$ cat src/hdl/snks_pkg.sv
// ----------------------------------------------------------------------------
// snks_pkg: shared types and constants of the sorted key node store
// Field widths, command and status codes, word packing and the control
// bundle that the top level hands to every cell of the chain.
// ----------------------------------------------------------------------------
`default_nettype none
package snks_pkg;

  localparam int MAX_KEYS = 16;
  localparam int KEY_W    = 32;
  localparam int CMD_W    = 2;
  localparam int INDEX_W  = 4;
  localparam int STATUS_W = 2;
  localparam int LIMIT_W  = 5;
  localparam int CNT_W    = $clog2(MAX_KEYS + 1);
  localparam int IDX_W    = $clog2(MAX_KEYS);
  localparam int ICMP_W   = (IDX_W > INDEX_W) ? IDX_W : INDEX_W;
  localparam int LCMP_W   = (CNT_W > LIMIT_W) ? CNT_W : LIMIT_W;

  localparam logic [LIMIT_W-1:0] LIMIT_RESET = 5'd3;

  // commands
  localparam logic [CMD_W-1:0] CMD_INSERT = 2'd0;
  localparam logic [CMD_W-1:0] CMD_REMOVE = 2'd1;
  localparam logic [CMD_W-1:0] CMD_LOOKUP = 2'd2;
  localparam logic [CMD_W-1:0] CMD_READ   = 2'd3;

  // status codes
  localparam logic [STATUS_W-1:0] ST_OK        = 2'd0;
  localparam logic [STATUS_W-1:0] ST_NOT_FOUND = 2'd1;
  localparam logic [STATUS_W-1:0] ST_OVERFLOW  = 2'd2;

  // register indexes
  localparam int REG_ORDER_LIMIT = 0;

  // input word layout
  localparam int IN_CMD_LO   = 0;
  localparam int IN_KEY_LO   = IN_CMD_LO + CMD_W;
  localparam int IN_INDEX_LO = IN_KEY_LO + KEY_W;
  localparam int IN_BITS     = IN_INDEX_LO + INDEX_W;
  localparam int IN_DATA_W   = ((IN_BITS + 7) / 8) * 8;

  // output word layout
  localparam int OUT_STATUS_LO  = 0;
  localparam int OUT_PRESENT_LO = OUT_STATUS_LO + STATUS_W;
  localparam int OUT_RKEY_LO    = OUT_PRESENT_LO + 1;
  localparam int OUT_COUNT_LO   = OUT_RKEY_LO + KEY_W;
  localparam int OUT_FULL_LO    = OUT_COUNT_LO + CNT_W;
  localparam int OUT_BITS       = OUT_FULL_LO + 1;
  localparam int OUT_DATA_W     = ((OUT_BITS + 7) / 8) * 8;

  // control bundle broadcast to the cell chain
  typedef struct packed {
    logic               eval;
    logic               ins_en;
    logic               rem_en;
    logic [KEY_W-1:0]   key;
    logic [INDEX_W-1:0] index;
    logic [CNT_W-1:0]   count;
  } cell_ctl_t;

endpackage
`default_nettype wire

$ cat src/hdl/snks_cell.sv
// ----------------------------------------------------------------------------
// snks_cell: one slot of the sorted key chain
// Holds one key, compares it with the command key and shifts with its
// neighbors on insert and remove.
// ----------------------------------------------------------------------------
`default_nettype none
module snks_cell (
  input  wire logic                        clk,
  input  wire logic [snks_pkg::IDX_W-1:0]  cell_idx,
  input  wire snks_pkg::cell_ctl_t         ctl,
  input  wire logic [snks_pkg::KEY_W-1:0]  left_key,
  input  wire logic                        left_right,
  input  wire logic [snks_pkg::KEY_W-1:0]  right_key,
  output logic [snks_pkg::KEY_W-1:0]       key_q,
  output logic                             right_q,
  output logic                             eq_q,
  output logic [snks_pkg::KEY_W-1:0]       rd_q
);

  logic [snks_pkg::KEY_W-1:0] key_r;
  logic                       right_r;
  logic                       eq_r;
  logic [snks_pkg::KEY_W-1:0] rd_r;
  logic                       occ;
  logic                       at_end;
  logic                       idx_hit;

  assign occ     = snks_pkg::CNT_W'(cell_idx) < ctl.count;
  assign at_end  = snks_pkg::CNT_W'(cell_idx) == ctl.count;
  assign idx_hit = snks_pkg::ICMP_W'(cell_idx) == snks_pkg::ICMP_W'(ctl.index);

  // compare flags, taken once per command
  always_ff @(posedge clk) begin
    if (ctl.eval) begin
      right_r <= occ && ($signed(ctl.key) <= $signed(key_r));
      eq_r    <= occ && (ctl.key == key_r);
      rd_r    <= (occ && idx_hit) ? key_r : '0;
    end
  end

  // shift right on insert, left on remove
  always_ff @(posedge clk) begin
    if (ctl.ins_en && (right_r || at_end)) begin
      key_r <= left_right ? left_key : ctl.key;
    end else if (ctl.rem_en && right_r) begin
      key_r <= right_key;
    end
  end

  assign key_q   = key_r;
  assign right_q = right_r;
  assign eq_q    = eq_r;
  assign rd_q    = rd_r;

endmodule
`default_nettype wire

$ cat src/hdl/sorted_key_node_store.sv
// ----------------------------------------------------------------------------
// sorted_key_node_store: ascending store of signed keys, one B-tree node
// Insert, remove, lookup and indexed read on a chain of key cells.
// ----------------------------------------------------------------------------
//
//  channel | dir | handshake                 | word
//  --------+-----+---------------------------+-----------------------------
//  in_     | in  | in_tvalid / in_tready     | command, key, index
//  out_    | out | out_tvalid / out_tready   | status, present, read_key,
//          |     |                           | key_count, node_full
//  cfg_    | in  | APB, pready always high   | order_limit at address 0
//
//  Steps: a word is latched on accept; in S_EVAL every cell compares its key;
//  in S_APPLY the cells shift and the result word is registered.
//  Reset: synchronous rst_n clears the count, the full flag and the FSM and
//  loads order_limit with 3; key cells need no clearing.
//  Stalls: a new word is taken while a result waits; the shift step holds
//  until the output register is free.
//
`default_nettype none
module sorted_key_node_store (
  input  wire logic                             clk,
  input  wire logic                             rst_n,
  // command[1:0], key[33:2], index[37:34], zero pad
  input  wire logic [snks_pkg::IN_DATA_W-1:0]   in_tdata,
  input  wire logic                             in_tvalid,
  output logic                                  in_tready,
  // status[1:0], present[2], read_key[34:3], key_count[39:35],
  // node_full[40], zero pad
  output logic [snks_pkg::OUT_DATA_W-1:0]       out_tdata,
  output logic                                  out_tvalid,
  input  wire logic                             out_tready,
  input  wire logic                             cfg_psel,
  input  wire logic                             cfg_penable,
  input  wire logic                             cfg_pwrite,
  input  wire logic [2:0]                       cfg_paddr,
  input  wire logic [31:0]                      cfg_pwdata,
  output logic [31:0]                           cfg_prdata,
  output logic                                  cfg_pready
);

  localparam logic [1:0] S_IDLE  = 2'd0;
  localparam logic [1:0] S_EVAL  = 2'd1;
  localparam logic [1:0] S_APPLY = 2'd2;

  localparam int N = snks_pkg::MAX_KEYS;

  logic [1:0] state_r, state_nxt;

  logic [snks_pkg::CMD_W-1:0]   cmd_r;
  logic [snks_pkg::KEY_W-1:0]   key_r;
  logic [snks_pkg::INDEX_W-1:0] index_r;

  logic [snks_pkg::CNT_W-1:0]   count_r, count_nxt;
  logic                         full_r, full_nxt;
  logic [snks_pkg::LIMIT_W-1:0] order_limit_r;

  logic [snks_pkg::OUT_DATA_W-1:0] out_data_r, out_data_nxt;
  logic                            out_valid_r;

  logic [snks_pkg::KEY_W-1:0] cell_key [N];
  logic [snks_pkg::KEY_W-1:0] cell_rd  [N];
  logic [N-1:0]               cell_right;
  logic [N-1:0]               cell_eq;

  snks_pkg::cell_ctl_t ctl;

  logic in_fire, apply_fire, found, cfg_wr;
  logic [snks_pkg::KEY_W-1:0] rd_any;
  logic [snks_pkg::CNT_W-1:0] count_inc;
  logic [snks_pkg::STATUS_W-1:0] status;
  logic present;

  // ---- configuration port ----
  assign cfg_pready = 1'b1;
  assign cfg_wr     = cfg_psel && cfg_penable && cfg_pwrite && cfg_pready
                      && (cfg_paddr[2] == 1'(snks_pkg::REG_ORDER_LIMIT));

  always_ff @(posedge clk) begin
    if (!rst_n) begin
      order_limit_r <= snks_pkg::LIMIT_RESET;
    end else if (cfg_wr) begin
      order_limit_r <= cfg_pwdata[snks_pkg::LIMIT_W-1:0];
    end
  end

  assign cfg_prdata = (cfg_paddr[2] == 1'(snks_pkg::REG_ORDER_LIMIT))
                      ? 32'(order_limit_r) : '0;

  // ---- sequencing ----
  assign in_tready  = (state_r == S_IDLE);
  assign in_fire    = in_tvalid && in_tready;
  // shift only once the output register can take the result
  assign apply_fire = (state_r == S_APPLY) && (!out_valid_r || out_tready);

  always_comb begin
    state_nxt = state_r;
    unique case (state_r)
      S_IDLE:  if (in_fire) state_nxt = S_EVAL;
      S_EVAL:  state_nxt = S_APPLY;
      S_APPLY: if (apply_fire) state_nxt = S_IDLE;
      default: state_nxt = S_IDLE;
    endcase
  end

  // latch the command word
  always_ff @(posedge clk) begin
    if (in_fire) begin
      cmd_r   <= in_tdata[snks_pkg::IN_CMD_LO +: snks_pkg::CMD_W];
      key_r   <= in_tdata[snks_pkg::IN_KEY_LO +: snks_pkg::KEY_W];
      index_r <= in_tdata[snks_pkg::IN_INDEX_LO +: snks_pkg::INDEX_W];
    end
  end

  // ---- combine cell answers ----
  // eq flags are already masked by occupancy, so any hit means stored
  assign found = |cell_eq;

  always_comb begin
    rd_any = '0;
    for (int i = 0; i < N; i++) begin
      rd_any = rd_any | cell_rd[i];
    end
  end

  assign count_inc = count_r + 1'b1;

  always_comb begin
    ctl.eval   = (state_r == S_EVAL);
    ctl.ins_en = apply_fire && (cmd_r == snks_pkg::CMD_INSERT)
                 && (count_r < snks_pkg::CNT_W'(N));
    ctl.rem_en = apply_fire && (cmd_r == snks_pkg::CMD_REMOVE) && found;
    ctl.key    = key_r;
    ctl.index  = index_r;
    ctl.count  = count_r;
  end

  always_comb begin
    count_nxt = count_r;
    full_nxt  = full_r;
    status    = snks_pkg::ST_OK;
    present   = 1'b0;
    case (cmd_r)
      snks_pkg::CMD_INSERT: begin
        if (count_r < snks_pkg::CNT_W'(N)) begin
          count_nxt = count_inc;
          // mark full once the new count reaches the limit
          if (snks_pkg::LCMP_W'(count_inc) >= snks_pkg::LCMP_W'(order_limit_r)) begin
            full_nxt = 1'b1;
          end
        end else begin
          status = snks_pkg::ST_OVERFLOW;
        end
      end
      snks_pkg::CMD_REMOVE: begin
        if (found) begin
          count_nxt = count_r - 1'b1;
          full_nxt  = 1'b0;
        end else begin
          status = snks_pkg::ST_NOT_FOUND;
        end
      end
      snks_pkg::CMD_LOOKUP: present = found;
      default: ;
    endcase
  end

  always_comb begin
    out_data_nxt = '0;
    out_data_nxt[snks_pkg::OUT_STATUS_LO +: snks_pkg::STATUS_W] = status;
    out_data_nxt[snks_pkg::OUT_PRESENT_LO]                      = present;
    out_data_nxt[snks_pkg::OUT_RKEY_LO +: snks_pkg::KEY_W] =
      (cmd_r == snks_pkg::CMD_READ) ? rd_any : '0;
    out_data_nxt[snks_pkg::OUT_COUNT_LO +: snks_pkg::CNT_W]     = count_nxt;
    out_data_nxt[snks_pkg::OUT_FULL_LO]                         = full_nxt;
  end

  always_ff @(posedge clk) begin
    if (!rst_n) begin
      state_r     <= S_IDLE;
      count_r     <= '0;
      full_r      <= 1'b0;
      out_valid_r <= 1'b0;
    end else begin
      state_r <= state_nxt;
      if (apply_fire) begin
        count_r     <= count_nxt;
        full_r      <= full_nxt;
        out_valid_r <= 1'b1;
      end else if (out_tready) begin
        out_valid_r <= 1'b0;
      end
    end
  end

  always_ff @(posedge clk) begin
    if (apply_fire) begin
      out_data_r <= out_data_nxt;
    end
  end

  assign out_tvalid = out_valid_r;
  assign out_tdata  = out_data_r;

  // ---- cell chain ----
  for (genvar g = 0; g < N; g++) begin : g_cell
    logic [snks_pkg::KEY_W-1:0] lkey;
    logic                       lright;
    logic [snks_pkg::KEY_W-1:0] rkey;

    if (g == 0) begin : g_first
      assign lkey   = '0;
      assign lright = 1'b0;
    end else begin : g_mid
      assign lkey   = cell_key[g-1];
      assign lright = cell_right[g-1];
    end

    if (g == N - 1) begin : g_last
      // hold: this slot leaves the occupied range on remove
      assign rkey = cell_key[g];
    end else begin : g_inner
      assign rkey = cell_key[g+1];
    end

    snks_cell u_cell (
      .clk        (clk),
      .cell_idx   (snks_pkg::IDX_W'(g)),
      .ctl        (ctl),
      .left_key   (lkey),
      .left_right (lright),
      .right_key  (rkey),
      .key_q      (cell_key[g]),
      .right_q    (cell_right[g]),
      .eq_q       (cell_eq[g]),
      .rd_q       (cell_rd[g])
    );
  end

endmodule
`default_nettype wire

$ cat config.mk
export PLATFORM = sky130hd
export DESIGN_NAME = sorted_key_node_store
export DESIGN_NICKNAME = d
export VERILOG_FILES = /design/src/hdl/snks_pkg.sv /design/src/hdl/snks_cell.sv /design/src/hdl/sorted_key_node_store.sv
export SDC_FILE = /design/constraint.sdc
export NUM_CORES = 2
export LEC_CHECK = 0
export BUFFER_PORTS_ARGS = -buffer_cell sky130_fd_sc_hd__buf_2
export CORE_MARGIN = 2
export CORE_UTILIZATION = 32
export CTS_CLUSTER_SIZE = 24
export DETAILED_ROUTE_END_ITERATION = 6
export SLEW_MARGIN = 20
export SYNTH_ARGS = -nofsm -noshare
export SYNTH_HDL_FRONTEND = slang
export SYNTH_SLANG_ARGS = --single-unit
$ cat constraint.sdc
create_clock -name clk -period 31.7 [get_ports clk]
set_input_delay 4.755 -clock clk [delete_from_list [all_inputs] [get_ports clk]]
set_output_delay 4.755 -clock clk [all_outputs]
set_load 0.01 [all_outputs]
* Word level (Yosys, flattened, before mapping)
Cells that the tools add are included.
Word-level totals: register bits after elaboration 1149, bits of input ports 82
Cells by class: add/sub/neg operators 2, order comparisons 34, equality and inequality tests 53, mux-type cells 61, bitwise logic cells 16, reductions and logical operators 128
Operators with widths (number):
- $mux W32 | 45
- $eq A32 B32 Y1 | 16
- $le A32 B32 Y1 | 16
- $or A32 B32 Y32 | 15
- $logic_and A1 B1 Y1 | 88
- $eq A4 B5 Y1 const A | 8
- $lt A4 B5 Y1 const A | 8
- $eq A4 B4 Y1 const A | 8
- $reduce_bool A2 Y1 | 16
- $eq A3 B5 Y1 const A | 4
- $lt A3 B5 Y1 const A | 4
- $logic_or A1 B1 Y1 | 17
- $eq A3 B4 Y1 const A | 4
- $reduce_or A16 Y1 | 1
- $mux W5 | 3
- $eq A2 B5 Y1 const A | 2
- $lt A1 B5 Y1 const A | 2
- $lt A2 B5 Y1 const A | 2
- $pmux W5 S2 | 1
- $eq A2 B4 Y1 const A | 2
- $eq A2 B2 Y1 const B | 3
- $mux W1 | 6
- $mux W2 | 3
- $pmux W2 S3 | 1
- 17 further kinds | 19

* Depth between registers and ports, before layout
depth after elaboration 15, mapped depth 10

* Cells and area by module
Synthesis repeated with hierarchy kept, for this count alone.
Second synthesis, totals: cells, all modules 6085, area, all modules 66152.2 um^2
By module, submodules not included:
- snks_cell | times used 16, cells each 353, area an instance 3826.2 um^2
- sorted_key_node_store | times used 1, cells each 437, area an instance 4933.5 um^2

* Worst setup path after synthesis
Ideal clock, no wire load.
path type register -> register, start reg state_r[1], end reg state_r[1], arrival 25819 ps, required time 31532 ps, slack 5713 ps, cell stages (with the launch flop) 3, buffers on the path 0, clock period less this slack 25987 ps, path through dfxtp_1 > nor2b_1 > o21a_1
Between the ends: cells in the longest elaborated chain, start to end 4
RTL lines:
- from (decl) | RTL line sorted_key_node_store.sv:48 | logic [1:0] state_r, state_nxt;
- from (signal assigned) | RTL line sorted_key_node_store.sv:185 | state_r <= state_nxt;
- $eq A2 B2 Y1 or $logic_not A2 Y1 (tied branches) | RTL line sorted_key_node_store.sv:94, sorted_key_node_store.sv:98, sorted_key_node_store.sv:91
- $logic_and A1 B1 Y1 (on tied branches) | RTL line sorted_key_node_store.sv:94, sorted_key_node_store.sv:92
- $ne A2 B2 Y1 (no line) or $ne A2 B1 Y1 (tied branches)
- $reduce_and A2 Y1 (no line)
Parallel ways exist; a longest one is shown, timed or not. A chain may end at the register's enable or synchronous reset.

* Final worst setup path
start in cfg_paddr[2], end out cfg_prdata[0]
Between the ends: cells in the longest elaborated chain, start to end 1
RTL lines:
- from (decl) | RTL line sorted_key_node_store.sv:36 | input wire logic [2:0] cfg_paddr,
- $mux W5 | RTL line sorted_key_node_store.sv:88 | ? 32'(order_limit_r) : '0;
- to (decl) | RTL line sorted_key_node_store.sv:38 | output logic [31:0] cfg_prdata,
No other way between the ends.

==> out/results.txt <==
Multi-input gate area = 0.0262 sq mm
R2R depth = 4
die width = 451 um
vias per cell = 5.38
Hold Path Depth = 2
area leader, netlist = edfxtp_1
Initial DRC Count = 4628
Max Cap Viol = 0
clk slew on worst S/H paths = 60 ps
initial antenna violation count = 6
row count = 163
Final Critical Period = 9890 ps
Critical Path Slowest Stage Cell = buf_2
number of synthesized flops with an enable pin = 1135
root buffer cell = clkbuf_16
Initial Util = 32.3%
Placed Cells = 8225
vias = 45.4k
IO Port Bufs = 98
Slew Limit Fails = 0
startpoint types = input pin
Max Fclk = 0.101 GHz
Synth top cells by count = edfxtp_1, inv_1, ha_1, nand2_1, mux2i_1
total clock sinks = 1149
Num CTS Buffers = 120
mean post-synth cell area = 11.2 sq um
CP required = 26950 ps
post-synthesis instance area = 0.0639 sq mm
largest net degree at the start of global routing = 70
post_cts resized = 0
WP data arrival = 5140 ps
number of synthesis warnings = 0
Top Ports = 165
Crit. End Element = primary output
latest clock arrival within the worst-skew pair = 760 ps
Max FO, Critical Path = 6
Worst-Margin Slew = 1250 ps
Yosys cell types = 78
CTS Hold Bufs = 0
Setup Crit Path Kind = input pin to primary output
leakage power total = 28.4 nW
first-pass GRT wire length = 289000 um
GP Congestion = 0.891
Worst VDD drop = 0.0000448 V
CTS tree = yes
routed length per instance = 23.3 um
Synth async-reset ratio = 0%
final setup fails = 0
setup repair bufs after CTS = 0
Synth Instances = 5680
Primary FF master, synth = edfxtp_1
final core occ = 36.0%
Layout area overhead = 11.6%
setup_tns = 0 ps
remaining routing DRC violations = 0
drt pass-1 iters = 6
post-detail-place hpwl = 140000 um
Slew HR = 15.6%
final period utilization = 31.2%
crit path cell chain = buf_2 -> nor2b_1 -> buf_2
Most Frequent Cell on Critical Path = buf_2
core box area = 0.198 sq mm
synthesized flop and latch total = 1149
Layout Cells excl Fill = 8451
hold crit path type = flop to flop
vias in the first global route = 44.3k
Filler Cell Count = 19.5k
CP max stage delay = 140 ps
status = finished clean
Final ANT Viol Nets = 0
worst clock skew = 38.9 ps
die height = 451 um
pwr dens = 48.7 mW/mm^2
unrepaired setup endpoints after global routing = false
layout cells sized above 1 = 8.78%
most frequent cell after synthesis = edfxtp_1
grt total ovfl = 0
Detailed Route WL = 197000 um
sequential fraction of the synthesis area = 53.8%
top post-synthesis cells by area = edfxtp_1, ha_1, mux2i_1, nor4_1, inv_1
die area = 0.203 sq mm
GRT Total Usage = 18.7%
Hold Fails Final Rpt = 0
CTS Buffer Depth = 3
H-tree lvl count = 3
nets@finish = 6313
Yosys top cell area share = 53.4%
FF/Latch Area = 0.0344 sq mm
## power by group
part | leakage (nW) | internal [mW] | switching [mW] | total [mW]
combinational | 15.9 | 0.0920 | 0.212 | 0.304
clock | 1.90 | 0.824 | 0.620 | 1.44
sequential | 10.6 | 1.70 | 0.0212 | 1.72
## per-stage QoR
step	total power, mW	hold slack (ps)	setup WS, ps	instance area, sq um
after detailed placement	2.06	505	21820	67400
after floorplan	1.98	464	5710	64000
after global routing	3.58	554	21770	71300
after CTS	3.49	523	21810	71300
final	3.47	526	21810	71300
after global placement	2.05	505	21820	67300
## final timing paths
path | start | endpoint | slack, ps
max reg2reg | state_r[0] | g_cell[1].u_cell.rd_q[28] | 27810
max | cfg_paddr[2] | cfg_prdata[0] | 21810
min | order_limit_r[4] | order_limit_r[4] | 530
min reg2reg | order_limit_r[4] | order_limit_r[4] | 530
## placed cells by master, fill, tap and decap left out, types with 16 or more instances in the layout
cell type  instances
conb_1            35
a41oi_1           32
nor2_1           204
clkinv_2          20
ha_1             524
clkbuf_16        124
a21o_1            52
nand2_1          480
o21ai_0          373
o21ai_1           25
nor2b_1           24
buf_2             98
nor4_1           400
a21oi_1          347
nor3_1            88
mux2_1            16
mux2i_1          454
nand3_1           48
inv_1            529
mux2_2            48
clkbuf_1          37
buf_4            133
and2_1           195
nand4_1           96
edfxtp_1        1135
## cell type report
cell class              instances  area share (%)
inverters                     531            2.80
diodes                          5          0.0176
clock buffers                 166            4.64
well taps                    2640            4.63
flip-flops and latches       1149            48.2
clock inverters                55           0.839
repair buffers                231            2.09
multi-input cells            3674            36.8
## state kept, by name (all words and copies together), names as in the netlist
name and cells:
cmd_r 2, count_r 5, full_r 1, g_cell.u_cell.eq_q 16, g_cell.u_cell.key_q 512, g_cell.u_cell.rd_q 512
g_cell.u_cell.right_q 16, index_r 4, key_r 32, order_limit_r 5, out_tdata 41, out_tvalid 1
state_r 2
## routing by layer
metal  track usage, %  share of wire (%)  up-vias
li1                 -                  -    21000
met1             24.7                 42    22200
met2             30.6                 47     1882
met3             2.43                7.0      335
met4             8.70                4.6        8
met5                0              0.021        -
## cell families (layout without fill, tap and decap cells)
| family | Yosys count | after routing | share of synthesized area [%] |
|---|---|---|---|
| flops | 1149 | 1149 | 53.8 |
| xor+xnor | 11 | 11 | 0.151 |
| mux | 518 | 518 | 8.25 |
| buf+inv | 890 | 983 | 5.74 |
| fa+ha+maj | 524 | 524 | 10.3 |
| simple gates | 1632 | 1632 | 13.3 |
| compound gates | 954 | 954 | 8.48 |
| other cells | 2 | 40 | 0.0118 |
## critical path, delay by kind of cell
kind | cells | cell delay (ps)
buf+inv | 2 | 270
simple gates | 1 | 110
Note: power is estimated with default switching activity, not from simulation.
